==> config.mk <==
export PLATFORM = sky130hd
export DESIGN_NAME = round_robin_thread_scheduler
export DESIGN_NICKNAME = d
export VERILOG_FILES = /design/src/hw/rtl/rrts_pkg.sv /design/src/hw/rtl/rrts_ram.sv /design/src/hw/rtl/rrts_cpu_tbl.sv /design/src/hw/rtl/round_robin_thread_scheduler.sv
export VERILOG_INCLUDE_DIRS = /design/src /design/src/hw/rtl
export SDC_FILE = /design/constraint.sdc
export NUM_CORES = 1
export LEC_CHECK = 0
export BUFFER_PORTS_ARGS = -buffer_cell sky130_fd_sc_hd__clkbuf_2
export CAP_MARGIN = 20
export CELL_PAD_IN_SITES_DETAIL_PLACEMENT = 0
export CELL_PAD_IN_SITES_GLOBAL_PLACEMENT = 1
export CORE_ASPECT_RATIO = 1.75
export CORE_MARGIN = 2
export CORE_UTILIZATION = 55
export DETAILED_ROUTE_END_ITERATION = 10
export PLACE_DENSITY_LB_ADDON = 0.1
export SETUP_SLACK_MARGIN = 0.3
export SYNTH_ARGS = -nofsm -noshare
export SYNTH_HDL_FRONTEND = slang
export SYNTH_SLANG_ARGS = --single-unit
==> constraint.sdc <==
create_clock -name clk -period 7.2 [get_ports clk]
set_input_delay 1.44 -clock clk [delete_from_list [all_inputs] [get_ports clk]]
set_output_delay 1.44 -clock clk [all_outputs]
set_load 0.02 [all_outputs]
==> src/hw/rtl/round_robin_thread_scheduler_defines.svh <==
// Assertion macros shared by the scheduler RTL.
`ifndef ROUND_ROBIN_THREAD_SCHEDULER_DEFINES_SVH
`define ROUND_ROBIN_THREAD_SCHEDULER_DEFINES_SVH

// Checked on every clock edge outside reset.
`define RRTS_ASSERT(lbl, prop, msg) \
	lbl: assert property (@(posedge clk) disable iff (!arst_n) prop) else $error(msg);

// Checked on every clock edge, reset included.
`define RRTS_ASSERT_ALWAYS(lbl, prop, msg) \
	lbl: assert property (@(posedge clk) prop) else $error(msg);

`endif

==> src/hw/rtl/rrts_pkg.sv <==
`default_nettype none

package rrts_pkg;

	localparam int NUM_CPUS    = 16;
	localparam int MAX_THREADS = 64;

	localparam int ID_W      = $clog2(MAX_THREADS);
	localparam int CNT_W     = $clog2(MAX_THREADS + 1);
	localparam int CPU_IDX_W = (NUM_CPUS > 1) ? $clog2(NUM_CPUS) : 1;

	localparam int OP_W   = 2;
	localparam int CPU_W  = 4;
	localparam int TID_W  = 6;
	localparam int STAT_W = 2;

	typedef logic [ID_W-1:0]      id_t;
	typedef logic [CNT_W-1:0]     cnt_t;
	typedef logic [CPU_IDX_W-1:0] cpu_idx_t;
	typedef logic [TID_W-1:0]     tid_t;

	typedef enum logic [OP_W-1:0] {
		OP_INIT   = 2'd0,
		OP_CREATE = 2'd1,
		OP_TICK   = 2'd2,
		OP_EXIT   = 2'd3
	} op_t;

	typedef enum logic [STAT_W-1:0] {
		ST_OK        = 2'd0,
		ST_EXHAUSTED = 2'd1,
		ST_NOCPU     = 2'd2
	} status_t;

	typedef struct packed {
		logic valid;
		id_t  cur;
		id_t  idle;
	} cpu_entry_t;

	typedef struct packed {
		logic       en;
		cpu_idx_t   idx;
		cpu_entry_t ent;
	} cpu_wr_t;

	// ring position advance
	function automatic id_t next_pos(input id_t p);
		id_t r;
		if (p == id_t'(MAX_THREADS - 1)) begin
			r = '0;
		end else begin
			r = p + 1'b1;
		end
		return r;
	endfunction

endpackage

`default_nettype wire

==> src/hw/rtl/rrts_ram.sv <==
`default_nettype none

module rrts_ram #(
	parameter int WIDTH = 8,
	parameter int DEPTH = 64
) (
	input  wire logic                     clk,
	input  wire logic                     we,
	input  wire logic [$clog2(DEPTH)-1:0] waddr,
	input  wire logic [WIDTH-1:0]         wdata,
	input  wire logic [$clog2(DEPTH)-1:0] raddr,
	output logic      [WIDTH-1:0]         rdata
);

	logic [WIDTH-1:0] mem [DEPTH];

	always_ff @(posedge clk) begin
		if (we) begin
			mem[waddr] <= wdata;
		end
		rdata <= mem[raddr];
	end

endmodule

`default_nettype wire

==> src/hw/rtl/rrts_cpu_tbl.sv <==
`default_nettype none

module rrts_cpu_tbl (
	input  wire logic                  clk,
	input  wire logic                  arst_n,
	input  wire rrts_pkg::cpu_idx_t    rd_idx,
	output rrts_pkg::cpu_entry_t       rd_ent,
	input  wire rrts_pkg::cpu_wr_t     wr
);

	logic          valid_q [rrts_pkg::NUM_CPUS];
	rrts_pkg::id_t cur_q   [rrts_pkg::NUM_CPUS];
	rrts_pkg::id_t idle_q  [rrts_pkg::NUM_CPUS];

	always_ff @(posedge clk or negedge arst_n) begin
		if (!arst_n) begin
			for (int i = 0; i < rrts_pkg::NUM_CPUS; i++) begin
				valid_q[i] <= 1'b0;
			end
		end else if (wr.en) begin
			valid_q[wr.idx] <= wr.ent.valid;
		end
	end

	always_ff @(posedge clk) begin
		if (wr.en) begin
			cur_q[wr.idx]  <= wr.ent.cur;
			idle_q[wr.idx] <= wr.ent.idle;
		end
	end

	always_comb begin
		rd_ent.valid = valid_q[rd_idx];
		rd_ent.cur   = cur_q[rd_idx];
		rd_ent.idle  = idle_q[rd_idx];
	end

endmodule

`default_nettype wire

==> src/hw/rtl/round_robin_thread_scheduler.sv <==
// Round-robin thread scheduler, many CPUs sharing one FIFO ready queue.
// Request channel: opcode and cpu_index are taken at a rising edge where
// start is high and busy is low. busy is high in the cycle after a
// request is taken, while the request sits in the stage register.
// Result channel: thread_id, switched and status appear with done high for
// exactly one cycle; the receiver cannot stall it and must sample it then.
// A request passes the request register, then the result register, which
// drives done and the result.
// A new request is not taken while one sits in the stage register; this
// leaves time for the registered read of the ready-queue RAM at the head
// position, which the decision stage needs before it can update state.
// Per-CPU current/idle ids live in flip-flops with valid bits; the ready
// queue is a RAM that is never cleared, guarded by head/tail/count.
// Reset (arst_n low, asynchronous) empties the queue, marks all CPUs
// uninitialized, restarts id allocation at zero and drops any request in
// flight; no result is produced for it.
`default_nettype none

`include "round_robin_thread_scheduler_defines.svh"

module round_robin_thread_scheduler (
	input  wire logic                        clk,
	input  wire logic                        arst_n,
	input  wire logic                        start,
	output logic                             busy,
	input  wire logic [rrts_pkg::OP_W-1:0]   opcode,
	input  wire logic [rrts_pkg::CPU_W-1:0]  cpu_index,
	output logic                             done,
	output logic [rrts_pkg::TID_W-1:0]       thread_id,
	output logic                             switched,
	output logic [rrts_pkg::STAT_W-1:0]      status
);

	logic                         valid_s1;
	rrts_pkg::op_t                op_s1;
	logic [rrts_pkg::CPU_W-1:0]   cpu_s1;

	rrts_pkg::id_t                head_q, tail_q;
	rrts_pkg::cnt_t               count_q, next_id_q;
	rrts_pkg::id_t                head_d, tail_d;
	rrts_pkg::cnt_t               count_d, next_id_d;

	logic                         done_q;
	rrts_pkg::tid_t               res_id_q, res_id_d;
	logic                         res_sw_q, res_sw_d;
	rrts_pkg::status_t            res_st_q, res_st_d;

	logic                         accept;
	logic                         cpu_ok, exhausted, fifo_empty;
	logic                         is_idle, term, requeue;
	rrts_pkg::id_t                new_id, head_id;
	rrts_pkg::cpu_entry_t         ent;
	rrts_pkg::cpu_wr_t            tbl_wr;
	logic                         ram_we;
	rrts_pkg::id_t                ram_wdata;

	assign accept = start && !busy;
	assign busy   = valid_s1;

	rrts_ram #(
		.WIDTH(rrts_pkg::ID_W),
		.DEPTH(rrts_pkg::MAX_THREADS)
	) u_fifo (
		.clk  (clk),
		.we   (ram_we),
		.waddr(tail_q),
		.wdata(ram_wdata),
		.raddr(head_q),
		.rdata(head_id)
	);

	rrts_cpu_tbl u_cpu_tbl (
		.clk   (clk),
		.arst_n(arst_n),
		.rd_idx(rrts_pkg::cpu_idx_t'(cpu_s1)),
		.rd_ent(ent),
		.wr    (tbl_wr)
	);

	assign cpu_ok     = int'(cpu_s1) < rrts_pkg::NUM_CPUS;
	assign exhausted  = next_id_q == rrts_pkg::cnt_t'(rrts_pkg::MAX_THREADS);
	assign fifo_empty = count_q == '0;
	assign new_id     = rrts_pkg::id_t'(next_id_q);
	assign is_idle    = ent.cur == ent.idle;
	assign term       = (op_s1 == rrts_pkg::OP_EXIT) && !is_idle;
	assign requeue    = !term && !is_idle;

	always_comb begin
		head_d        = head_q;
		tail_d        = tail_q;
		count_d       = count_q;
		next_id_d     = next_id_q;
		ram_we        = 1'b0;
		ram_wdata     = new_id;
		tbl_wr.en     = 1'b0;
		tbl_wr.idx    = rrts_pkg::cpu_idx_t'(cpu_s1);
		tbl_wr.ent    = ent;
		res_id_d      = '0;
		res_sw_d      = 1'b0;
		res_st_d      = rrts_pkg::ST_OK;
		case (op_s1)
			rrts_pkg::OP_INIT: begin
				if (!cpu_ok) begin
					res_st_d = rrts_pkg::ST_NOCPU;
				end else if (exhausted) begin
					res_st_d = rrts_pkg::ST_EXHAUSTED;
				end else begin
					next_id_d       = next_id_q + 1'b1;
					tbl_wr.en       = valid_s1;
					tbl_wr.ent.valid = 1'b1;
					tbl_wr.ent.cur  = new_id;
					tbl_wr.ent.idle = new_id;
					res_id_d        = rrts_pkg::tid_t'(new_id);
					res_sw_d        = 1'b1;
				end
			end
			rrts_pkg::OP_CREATE: begin
				if (exhausted) begin
					res_st_d = rrts_pkg::ST_EXHAUSTED;
				end else begin
					next_id_d = next_id_q + 1'b1;
					ram_we    = valid_s1;
					ram_wdata = new_id;
					tail_d    = rrts_pkg::next_pos(tail_q);
					count_d   = count_q + 1'b1;
					res_id_d  = rrts_pkg::tid_t'(new_id);
				end
			end
			default: begin
				if (!cpu_ok || !ent.valid) begin
					res_st_d = rrts_pkg::ST_NOCPU;
				end else if (fifo_empty) begin
					// nothing queued: live thread keeps the cpu, exited one drops to idle
					if (term) begin
						tbl_wr.en      = valid_s1;
						tbl_wr.ent.cur = ent.idle;
						res_id_d       = rrts_pkg::tid_t'(ent.idle);
						res_sw_d       = 1'b1;
					end else begin
						res_id_d = rrts_pkg::tid_t'(ent.cur);
					end
				end else begin
					head_d         = rrts_pkg::next_pos(head_q);
					tbl_wr.en      = valid_s1;
					tbl_wr.ent.cur = head_id;
					res_id_d       = rrts_pkg::tid_t'(head_id);
					res_sw_d       = 1'b1;
					if (requeue) begin
						ram_we    = valid_s1;
						ram_wdata = ent.cur;
						tail_d    = rrts_pkg::next_pos(tail_q);
					end else begin
						count_d = count_q - 1'b1;
					end
				end
			end
		endcase
	end

	always_ff @(posedge clk or negedge arst_n) begin
		if (!arst_n) begin
			valid_s1  <= 1'b0;
			head_q    <= '0;
			tail_q    <= '0;
			count_q   <= '0;
			next_id_q <= '0;
			done_q    <= 1'b0;
		end else begin
			valid_s1 <= accept;
			done_q   <= valid_s1;
			if (valid_s1) begin
				head_q    <= head_d;
				tail_q    <= tail_d;
				count_q   <= count_d;
				next_id_q <= next_id_d;
			end
		end
	end

	always_ff @(posedge clk) begin
		if (accept) begin
			op_s1  <= rrts_pkg::op_t'(opcode);
			cpu_s1 <= cpu_index;
		end
		if (valid_s1) begin
			res_id_q <= res_id_d;
			res_sw_q <= res_sw_d;
			res_st_q <= res_st_d;
		end
	end

	assign done      = done_q;
	assign thread_id = res_id_q;
	assign switched  = res_sw_q;
	assign status    = res_st_q;

	`RRTS_ASSERT(a_result_follows, valid_s1 |=> done, "request lost before result")
	`RRTS_ASSERT(a_empty_ring, (count_q == '0) |-> (head_q == tail_q), "empty queue, pointers apart")
	`RRTS_ASSERT(a_ids_monotonic, valid_s1 |=> (next_id_q >= $past(next_id_q)), "id counter went back")
	`RRTS_ASSERT_ALWAYS(a_count_bound, !arst_n || count_q <= rrts_pkg::cnt_t'(rrts_pkg::MAX_THREADS), "queue overfilled")
	`RRTS_ASSERT(a_nocpu_result, (done && status == rrts_pkg::ST_NOCPU) |-> (!switched && thread_id == '0), "bad no-cpu result")

endmodule

`default_nettype wire

Word level (Yosys, flattened, before mapping)

Memories as Yosys holds them, arrays and structs flattened. A register that Yosys moved wholly into a read port is not among the register bits.
Index checks and enable logic that the tools add are counted.

Bitwise logic cells: 5
Reductions and logical operators: 16
Equal/unequal tests: 9
$lt $le $gt $ge: 2
Add/subtract/negate cells: 5
Muxes and demuxes: 55

Operator list:

| cell                  | number |
|---|---|
| $mux W6               | 17 |
| $mux W7               | 4 |
| $pmux W6 S2           | 2 |
| $mux W1               | 20 |
| $bwmux W16            | 1 |
| $add A7 B1 Y7 const B | 2 |
| $pmux W7 S2           | 1 |
| $mux W13              | 1 |
| $add A6 B1 Y6 const B | 2 |
| $eq A6 B6 Y1 const B  | 2 |
| $reduce_and A6 Y1     | 2 |
| $mux W4               | 2 |
| $eq A7 B7 Y1 const B  | 1 |
| $logic_not A7 Y1      | 1 |
| $sub A7 B1 Y7 const B | 1 |
| $eq A6 B6 Y1          | 1 |
| $pmux W1 S2           | 3 |
| $ge A5 B5 Y1 const B  | 1 |
| $lt A5 B1 Y1 const B  | 1 |
| $not A4 Y5            | 1 |
| $bmux W1 S4           | 1 |
| $demux W1 S4          | 1 |
| $logic_and A1 B1 Y1   | 4 |
| $mux W2               | 2 |
| other kinds (11)      | 18 |

Memory bits (writable): 576
Memories: 3
Bits of input ports: 9
Output and inout port bits: 11
Register bits after elaboration: 59
Word-level logic and storage cells: 122

Memory list:

| memory           | depth | bits a word | read ports | clocked after memory_dff | wr ports | RTL line           | text |
|---|---|---|---|---|---|---|---|
| u_fifo.mem       | 64    | 6           | 1          | 1                        | 1        | rrts_ram.sv:15     | `logic [WIDTH-1:0] mem [DEPTH];` |
| u_cpu_tbl.cur_q  | 16    | 6           | 1          | 1                        | 1        | rrts_cpu_tbl.sv:12 | `rrts_pkg::id_t cur_q [rrts_pkg::NUM_CPUS];` |
| u_cpu_tbl.idle_q | 16    | 6           | 1          | 1                        | 1        | rrts_cpu_tbl.sv:13 | `rrts_pkg::id_t idle_q [rrts_pkg::NUM_CPUS];` |

Longest topological paths before layout

Gate-level depths: netlist (run 1).

Depth in word-level cells: 11
Gate-level depth with buffers: 13
Mapped depth without buffers: 10

By module

Synthesis (run 1) repeated with hierarchy kept, for this count alone.

Cells, all modules: 1333
Area total of the unflattened synthesis: 25848.5 um2

By module, submodules not included:

| module                       | area each (um2) | seq. area each (um2) | cells each | instances |
|---|---|---|---|---|
| rrts_ram                     | 15225.9         | 11651.2              | 720        | 1 |
| rrts_cpu_tbl                 | 8091.5          | 6165.9               | 359        | 1 |
| round_robin_thread_scheduler | 2531.2          | 1151.1               | 254        | 1 |

Worst setup path after synthesis (run 1)

OpenSTA, ideal clock, no wires.

Path type: reg-to-reg
Start point: register with a tool-made name
End point: memory u_cpu_tbl.cur_q[0][0] in the netlist's numbering, enable pin
Path buffers: 2
Data arrival time: 2.957 ns
Cell stages (with the launch flop): 11
Required time: 6.804 ns
Slack: 3.847 ns
Period minus slack after synthesis: 3.353 ns
Library setup time: 0.396 ns
Cells stage by stage: dfxtp_1 > buf_6 > buf_12 > mux4_2 > a22oi_1 > nand3_1 > xor2_1 > nor2_4 > nand4_4 > a311oi_4 > nor3_1

RTL lines:

| item          | RTL line |
|---|---|
| end, declared | rrts_cpu_tbl.sv:12 |

==> impl_metrics.yaml, run 1 <==
sta:
  hold_viol: 0
  hold_ws_ns: 0.469
  worst_clock_skew_ns: 0.0144
  worstMarginPinSlew_ns: 1.07
  setup_viol: 0
  clock.fmax_mhz: 200
  rsz0062_at_grt: "no"
  setup_slack_ns: 2.20
  fin_crit_ns: 5.00
  final-max-slew-violation-count: 0
  setup_tns_ns: 0
  slew_headroom_pct: 28.3
  post-route-period-util_pct: 69.4
place:
  gp_congestion: 0.859
  pre_cts_slack_ns: 2.21
  placed_area_mm2: 0.0268
  dp.cells: 1880
  io_buffers: 19
  dp_hpwl_um: 40600
critical_path:
  path_class: "flop to flop"
  cp_max_fo: 29
  required_ns: 7.44
  worst_ep_arrival_time_ns: 5.24
  cp-end-kind: "flop"
  startpoint_type: "flop"
die:
  die-area_mm2: 0.0493
  rows: 105
  ios: 20
  core_mm2: 0.0469
  die_h_um: 292
  die_w_um: 169
  initial_core_util_pct: 55.7
global_routing:
  track_usage_pct: 25.4
  grt_max_degree: 65
  grtUsageMet2_pct: 49.4
  grt_pass1_vias: 13400
  antenna_found_initial: 1
  grtUsageMet1_pct: 28.3
  busiest_layer: "met2"
  grt_overflow: 0
  grtUsageMet3_pct: 2.53
  grt_first_pass_wirelength_um: 89300
detailed_routing:
  first_iter_violations: 886
  antenna_left: 0
  drt-pass1-iter-count: 5
  viasPerCell: 6.41
  drc: 0
  wl_per_cell_um: 30.5
  drt-total-wl_um: 60600
  vias: 12800
synthesis:
  synthDistinctLibCells: 73
  ys_ff_latch: 645
  syn-num-nets: 1350
  avgSynthCellArea_um2: 19.6
  ys_async_sr_fraction_pct: 6.82
  yosysSeqAreaShare_pct: 73.0
  yosysWarnings: 0
  syn-cell-area_mm2: 0.0261
  synthFlopType: "edfxtp_1"
  netlist_instances: 1331
  synth_edf_count: 591
cts:
  clockRootBuffer: "clkbuf_16"
  post_cts_resized: 0
  cts_buffer_depth: 3
  cts_tree: "done"
  numCtsBuffers: 56
  cts_hold_buf: 0
  clk_pin_slew_ns: 0.06
  cts_max_level: 2
  cts_sinks: 645
  worstSkewPairLatency_ns: 0.61
  postCtsSetupBuffers: 0
finish:
  nNetsFinal: 1374
  stdcell_area_mm2: 0.0289
  layout_commonest_cell: "edfxtp_1"
  final_cell_mix: "edfxtp_1, mux4_2, nor3_1"
  fillCellCount: 3298
  diodes: 0
  finalNonFillerCells: 1989
  area_growth_syn_to_layout_pct: 10.6
  final_layout_size_suffix_gt1_share_pct: 25.8
job:
  max-cap-violations: 0
pwr:
  leakage_nw: 9.33
  peakVddDrop_mv: 0.237
  power_density_mw_per_mm2: 359
run_status:
  outcome: "complete, no violations"
min_path:
  hold_class: "flop to flop"
==> through the flow <==
stage	utilization (%)	power (W)
4_1_cts	61.4	0.0104
5_1_grt	61.6	0.0107
2_1_floorplan	-	0.00631
3_5_place_dp	57.1	0.00717
3_3_place_gp	57.1	0.00713
6_report	61.6	0.0104
==> sequential cells by signal, indices dropped and copies added (netlist names), named ones only <==
name               count
next_id_q              7
tail_q                 6
switched               1
cpu_s1                 4
count_q                7
done                   1
busy                   1
op_s1                  2
thread_id              6
status                 2
head_q                 6
u_cpu_tbl.idle_q      96
u_cpu_tbl.cur_q       96
u_fifo.mem           384
u_fifo.rdata           6
u_cpu_tbl.valid_q     16
==> metal layers <==
| layer | up-vias | share of wire [%] | routed length [um] |
|---|---|---|---|
| met5 | - | 0.028 | 17 |
| met4 | 2 | 4.0 | 2450 |
| met3 | 123 | 3.6 | 2190 |
| met2 | 356 | 58 | 35200 |
| met1 | 6747 | 34 | 20800 |
| li1 | 5525 | - | - |
==> kinds of logic after synthesis <==
kind of cell / synth area share (%)
AO/OA/AOI/OAI: 3.59
XOR/XNOR: 0.762
adder cells (fa/ha/maj): 0.508
buffers and inverters: 1.76
flip-flops: 73.0
multiplexers: 16.1
AND/OR/NAND/NOR: 4.27
==> worst max-delay path: stages, from the launching register on <==
cell and delay, ns:
dfxtp_4 0.71, buf_4 0.41, mux2i_1 0.12, a221oi_1 0.72, o21ai_1 0.20, a21oi_2 0.34, xnor2_2 0.20, nand4_4 0.19
a311oi_4 0.82, inv_2 0.32, and3_1 0.53
==> path summary, 6_finish.rpt <==
check	from	to	slack [ns]	cells past startpoint
min reg2reg	u_cpu_tbl.valid_q[0]	u_cpu_tbl.valid_q[0]	0.47	1
min	u_cpu_tbl.valid_q[0]	u_cpu_tbl.valid_q[0]	0.47	1
min in group asynchronous	arst_n	count_q[0]	0.95	2
max in group asynchronous	arst_n	head_q[0]	5.73	2
max reg2reg	flop	u_cpu_tbl.idle_q[13][3]	2.20	10
max	flop	u_cpu_tbl.idle_q[13][3]	2.20	10
==> Yosys cell counts (6+ instances only) <==
cell | count | share of area [%]
nor3_1 | 69 | 1.3
mux2i_1 | 35 | 1.3
o21ai_1 | 6 | 0.12
or2_2 | 6 | 0.14
nor2_1 | 37 | 0.53
a21oi_1 | 14 | 0.27
o21ai_0 | 14 | 0.27
edfxtp_1 | 591 | 68
nand2b_1 | 6 | 0.14
inv_1 | 9 | 0.13
mux2_2 | 16 | 0.69
o211ai_1 | 7 | 0.20
nand2_1 | 44 | 0.63
buf_2 | 14 | 0.27
a221oi_2 | 6 | 0.35
o21bai_1 | 9 | 0.26
a22oi_1 | 12 | 0.35
nor2b_1 | 6 | 0.14
clkbuf_1 | 47 | 0.68
ha_1 | 9 | 0.43
nand3_1 | 19 | 0.36
dfrtp_1 | 44 | 4.2
buf_1 | 19 | 0.27
xnor2_1 | 10 | 0.34
a221oi_1 | 8 | 0.27
dfxtp_1 | 10 | 0.77
mux4_2 | 163 | 14
xor2_1 | 9 | 0.30
and3_1 | 11 | 0.26
==> where the power goes <==
part / internal, W / leakage (nW) / switching, W
sequential: 0.00459 / 6.00 / 0.000209
clock: 0.00195 / 0.994 / 0.00134
combinational: 0.000904 / 2.33 / 0.00136
total: 0.00745 / 9.33 / 0.00291
==> layout make-up <==
type / instances / area (um2) / share of cell area, %
flip-flops and latches: 645 / 19100 / 66.0
multi-input cells: 586 / 6610 / 22.9
clock buffers: 61 / 1440 / 4.99
well taps: 588 / 736 / 2.55
clock inverters: 43 / 579 / 2.01
repair buffers: 55 / 398 / 1.38
inverters: 11 / 41.3 / 0.143
Power figures use the tool's default switching activity.
==> run 2: changes to the inputs <==
==> constraint.sdc (replaced) <==
create_clock -name clk -period 5 [get_ports clk]
set_input_delay 1 -clock clk [delete_from_list [all_inputs] [get_ports clk]]
set_output_delay 1 -clock clk [all_outputs]
set_load 0.02 [all_outputs]
==> run 2 against run 1 <==
Effect of this change:
- clock-buffer cell count up 1
- sequential share of layout area is 0.60 points lower
- sequential cell count unchanged
- utilization rose by 0.57 points
- global-route usage grew 0.32 points
- register-to-register slack worse by 1.4 ns
- clock skew up 0.0082 ns
- critical path depth unchanged
==> impl_metrics.yaml, run 2 (synthesis gave the netlist of run 1 again) <==
critical_path:
  worst_ep_arrival_time_ns: 4.45
  cp_max_fo: 64
  required_ns: 5.29
  path_class: "flop to flop"
  cp-end-kind: "flop"
  startpoint_type: "flop"
sta:
  final-max-slew-violation-count: 0
  worstMarginPinSlew_ns: 1.21
  slew_headroom_pct: 18.5
  fin_crit_ns: 4.16
  worst_clock_skew_ns: 0.0225
  hold_viol: 0
  rsz0062_at_grt: "no"
  setup_viol: 0
  clock.fmax_mhz: 240
  post-route-period-util_pct: 83.2
  setup_tns_ns: 0
  setup_slack_ns: 0.838
pwr:
  pwr-share-clk_pct: 29.2
  seqPwrFrac_pct: 48.4
  switching_power_w: 0.00415
  leakage_nw: 9.59
  switching_share_pct: 28.9
  combPwrFrac_pct: 22.5
  power_density_mw_per_mm2: 493
  p_int_w: 0.0102
  power.total_w: 0.0144
  peakVddDrop_mv: 0.367
global_routing:
  track_usage_pct: 25.8
  grtUsageMet1_pct: 27.7
  grtUsageMet3_pct: 2.56
  antenna_found_initial: 1
  grt_first_pass_wirelength_um: 91300
  grtUsageMet2_pct: 50.0
  busiest_layer: "met2"
  grt_max_degree: 65
  grt_pass1_vias: 13800
  grt_overflow: 0
place:
  dp_hpwl_um: 41200
  pre_cts_slack_ns: 0.826
  placed_area_mm2: 0.0274
  gp_congestion: 0.907
  dp.cells: 1958
  io_buffers: 19
cts:
  cts_max_level: 2
  clk_pin_slew_ns: 0.07
  clockRootBuffer: "clkbuf_16"
  cts_buffer_depth: 3
  cts_sinks: 645
  cts_hold_buf: 0
  numCtsBuffers: 54
  postCtsSetupBuffers: 0
  worstSkewPairLatency_ns: 0.59
  cts_tree: "done"
  post_cts_resized: 0
detailed_routing:
  drt-total-wl_um: 61400
  drt-pass1-iter-count: 5
  drc: 0
  first_iter_violations: 1170
  wl_per_cell_um: 29.8
  vias: 12900
  antenna_left: 0
  viasPerCell: 6.25
finish:
  largest_register_ffs: 384
  area_growth_syn_to_layout_pct: 11.6
  nNetsFinal: 1445
  regMostFlops: "u_fifo.mem"
  stdcell_area_mm2: 0.0291
  layout_commonest_cell: "edfxtp_1"
  final_layout_size_suffix_gt1_share_pct: 29.0
  finalNonFillerCells: 2060
  final_cell_mix: "edfxtp_1, mux4_2, buf_4"
  largestRegisters: "u_fifo.mem (384), u_cpu_tbl.cur_q (96), u_cpu_tbl.idle_q (96)"
min_path:
  hold_class: "flop to flop"
die:
  die_w_um: 169
  rows: 105
  initial_core_util_pct: 55.7
  core_mm2: 0.0469
  die-area_mm2: 0.0493
  die_h_um: 292
  ios: 20
run_status:
  outcome: "complete, no violations"
job:
  max-cap-violations: 0
## run 2: power by group through the flow
stage	registers [W]	clock network, W	logic, W
CTS	0.00695	0.00426	0.00329
global placement	0.00706	0	0.00322
detailed placement	0.00707	0	0.00329
finish	0.00695	0.00419	0.00323
global route	0.00699	0.00445	0.00342
floorplan	0.00681	0	0.00227
## run 2: layout make-up
type	count	area [um2]
antenna	1	2.50
timing repair buffer	128	951
sequential	645	19100
fill	3287	17800
multi-input combinational	586	6600
inverter	11	41.3
clock inverter	39	322
tap	588	736
clock buffer	62	1420
## run 2: metal layers
layer / routed length [um] / part of all wire (%)
met2: 35300 / 58
met1: 21000 / 34
met5: 0 / 0
met4: 3060 / 5.0
met3: 2000 / 3.3
## run 2: worst max-delay path, stage by stage (launching register included)
cell and delay, ns:
dfxtp_4 0.66, buf_4 0.34, mux4_2 0.55, or2_0 0.21, a21oi_1 0.22, o211ai_1 0.16
a22oi_4 0.31, nand4_4 0.19, and3_1 0.30, mux2_2 0.28, buf_4 0.52
## run 2: path summary, 6_finish.rpt
check,start,end,slack (ns),depth (start not counted)
setup reg to reg,flop,u_fifo.mem[60][5],0.84,10
max in group asynchronous,arst_n,head_q[1],3.96,2
setup / recovery,flop,u_fifo.mem[60][5],0.84,10
min in group asynchronous,arst_n,tail_q[1],0.53,2
hold reg to reg,u_cpu_tbl.valid_q[0],u_cpu_tbl.valid_q[0],0.47,1
hold / removal,u_cpu_tbl.valid_q[0],u_cpu_tbl.valid_q[0],0.47,1
## run 2: stage by stage
step                utilization (%)  hold slack, ns
floorplan                         -           0.432
global placement               58.4           0.445
detailed placement             58.4           0.450
CTS                            62.1           0.466
global route                   62.1           0.489
finish                         62.1           0.465
==> run 3: changes to the inputs <==
==> constraint.sdc (replaced) <==
create_clock -name clk -period 4.2 [get_ports clk]
set_input_delay 0.84 -clock clk [delete_from_list [all_inputs] [get_ports clk]]
set_output_delay 0.84 -clock clk [all_outputs]
set_load 0.02 [all_outputs]
==> run 3 against run 2 <==
Effect of this change:
- via count increased by 1.2%
- combinational power increased by 28%
- hold slack got worse by 0.27 ns
- clock power increased by 29%
- cell count increased by 1.7%
- power increased by 24%
- non-clock buffer count increased by 30
- maximum frequency increased by 9.9%
- critical path type unchanged
- critical endpoint is now u_fifo.mem[26][2]
==> impl_metrics.yaml, run 3 (synthesis gave the netlist of run 1 again) <==
run_status:
  outcome: "complete, no violations"
place:
  pre_cts_slack_ns: 0.339
  gp_congestion: 0.886
  io_buffers: 19
  dp_hpwl_um: 43700
finish:
  largest_register_ffs: 384
  nNetsFinal: 1477
  area_growth_syn_to_layout_pct: 13.9
  diodes: 0
  largestRegisters: "u_fifo.mem (384), u_cpu_tbl.cur_q (96), u_cpu_tbl.idle_q (96)"
  final_cell_mix: "edfxtp_1, mux4_2, buf_4"
  layout_commonest_cell: "edfxtp_1"
  final_layout_size_suffix_gt1_share_pct: 31.5
  regMostFlops: "u_fifo.mem"
pwr:
  pwr-share-clk_pct: 30.3
  combPwrFrac_pct: 23.3
  switching_power_w: 0.00505
  peakVddDrop_mv: 0.533
  switching_share_pct: 28.4
  seqPwrFrac_pct: 46.4
  power.total_w: 0.0178
  leakage_nw: 9.85
  p_int_w: 0.0127
  power_density_mw_per_mm2: 598
cts:
  cts_buffer_depth: 3
  worstSkewPairLatency_ns: 0.60
  cts_tree: "done"
  clockRootBuffer: "clkbuf_16"
  post_cts_resized: 0
  cts_sinks: 645
  postCtsSetupBuffers: 0
  cts_hold_buf: 0
  numCtsBuffers: 56
  clk_pin_slew_ns: 0.07
  cts_max_level: 2
critical_path:
  path_class: "flop to flop"
  r2r_end: "u_fifo.mem[26][2]"
  startpoint_type: "flop"
  cp_cell_sequence: "buf_12, buf_4, mux4_2, a22oi_1, nand4_1, a22oi_4, nand4_4, buf_4, and3_1, mux2_2, buf_12"
  r2r_cells: 11
  crit_path_top_delay_cell: "dfxtp_4"
  crit_buf_inv: 4
  required_ns: 4.49
  r2r_setup_slack_ns: 0.41
  cpLargestDelayFamily: "multiplexers"
  cp_max_fo: 64
  cpPeakStageDelay_ns: 0.53
  worst_ep_arrival_time_ns: 4.08
  cp-end-kind: "flop"
sta:
  clock.fmax_mhz: 264
  slew_headroom_pct: 28.7
  setup_tns_ns: 0
  setup_slack_ns: 0.413
  worst_clock_skew_ns: 0.0174
  final-max-slew-violation-count: 0
  hold_viol: 0
  worstMarginPinSlew_ns: 1.07
  post-route-period-util_pct: 90.2
  setup_viol: 0
  fin_crit_ns: 3.79
  rsz0062_at_grt: "yes"
die:
  die_h_um: 292
  die_w_um: 169
  die-area_mm2: 0.0493
  core_mm2: 0.0469
  rows: 105
  initial_core_util_pct: 55.7
  ios: 20
detailed_routing:
  wl_met1_um: 20600
  wl_met3_um: 2130
  wl_per_cell_um: 29.9
  vias: 13000
  first_iter_violations: 985
  drc: 0
  viasPerCell: 6.22
  wl_met2_um: 35900
  drt-total-wl_um: 62700
  antenna_left: 0
  drt-pass1-iter-count: 5
  top_layer_used: "met4"
global_routing:
  grt_overflow: 0
  grt_max_degree: 65
  antenna_found_initial: 0
  track_usage_pct: 26.2
  grt_pass1_vias: 13700
  grt_first_pass_wirelength_um: 91700
job:
  max-cap-violations: 0
min_path:
  hold_class: "input port to async pin"
## run 3: cell type report
type,instances,area (um2)
Sequential cell,645,19100
Clock inverter,42,465
Timing Repair Buffer,158,1300
Tap cell,588,736
Multi-Input combinational cell,586,6640
Inverter,11,41.3
Clock buffer,64,1470
Fill cell,3278,17200
## run 3: power by group through the flow
stage	combinational [W]	sequential [W]	clock, W
final	0.00414	0.00824	0.00539
after global routing	0.00438	0.00829	0.00573
after global placement	0.00411	0.00838	0
after floorplan	0.00270	0.00811	0
after detailed placement	0.00419	0.00838	0
after CTS	0.00420	0.00825	0.00550
## run 3: stage by stage
step / util, % / hold WS [ns] / cells / cell area [um2]
4_1_cts: 63.3 / 0.195 / 2093 / 29700
2_1_floorplan: - / 0.432 / 1331 / 26100
3_5_place_dp: 59.1 / 0.454 / 1987 / 27700
5_1_grt: 63.4 / 0.230 / 2094 / 29700
6_report: 63.4 / 0.193 / 2094 / 29700
3_3_place_gp: 59.1 / 0.446 / 1986 / 27700
## run 3: how the worst max path moves through the flow
stage	from	to	slack (ns)	cells after the start
4_1_cts	flop	u_cpu_tbl.idle_q[2][4]	0.34	11
3_5_place_dp	flop	u_cpu_tbl.idle_q[10][0]	0.34	11
6_report	flop	u_fifo.mem[26][2]	0.41	11
2_1_floorplan	flop	u_cpu_tbl.cur_q[0][0]	0.85	10
3_3_place_gp	flop	u_cpu_tbl.idle_q[8][2]	0.31	10
5_1_grt	flop	u_cpu_tbl.idle_q[0][2]	0.24	11
## run 3: per-layer routing
layer / track usage, % / up-vias
li1: - / 5715
met1: 27.3 / 6797
met2: 50.4 / 382
met3: 2.82 / 141
met4: 14.9 / 0
met5: 0 / -
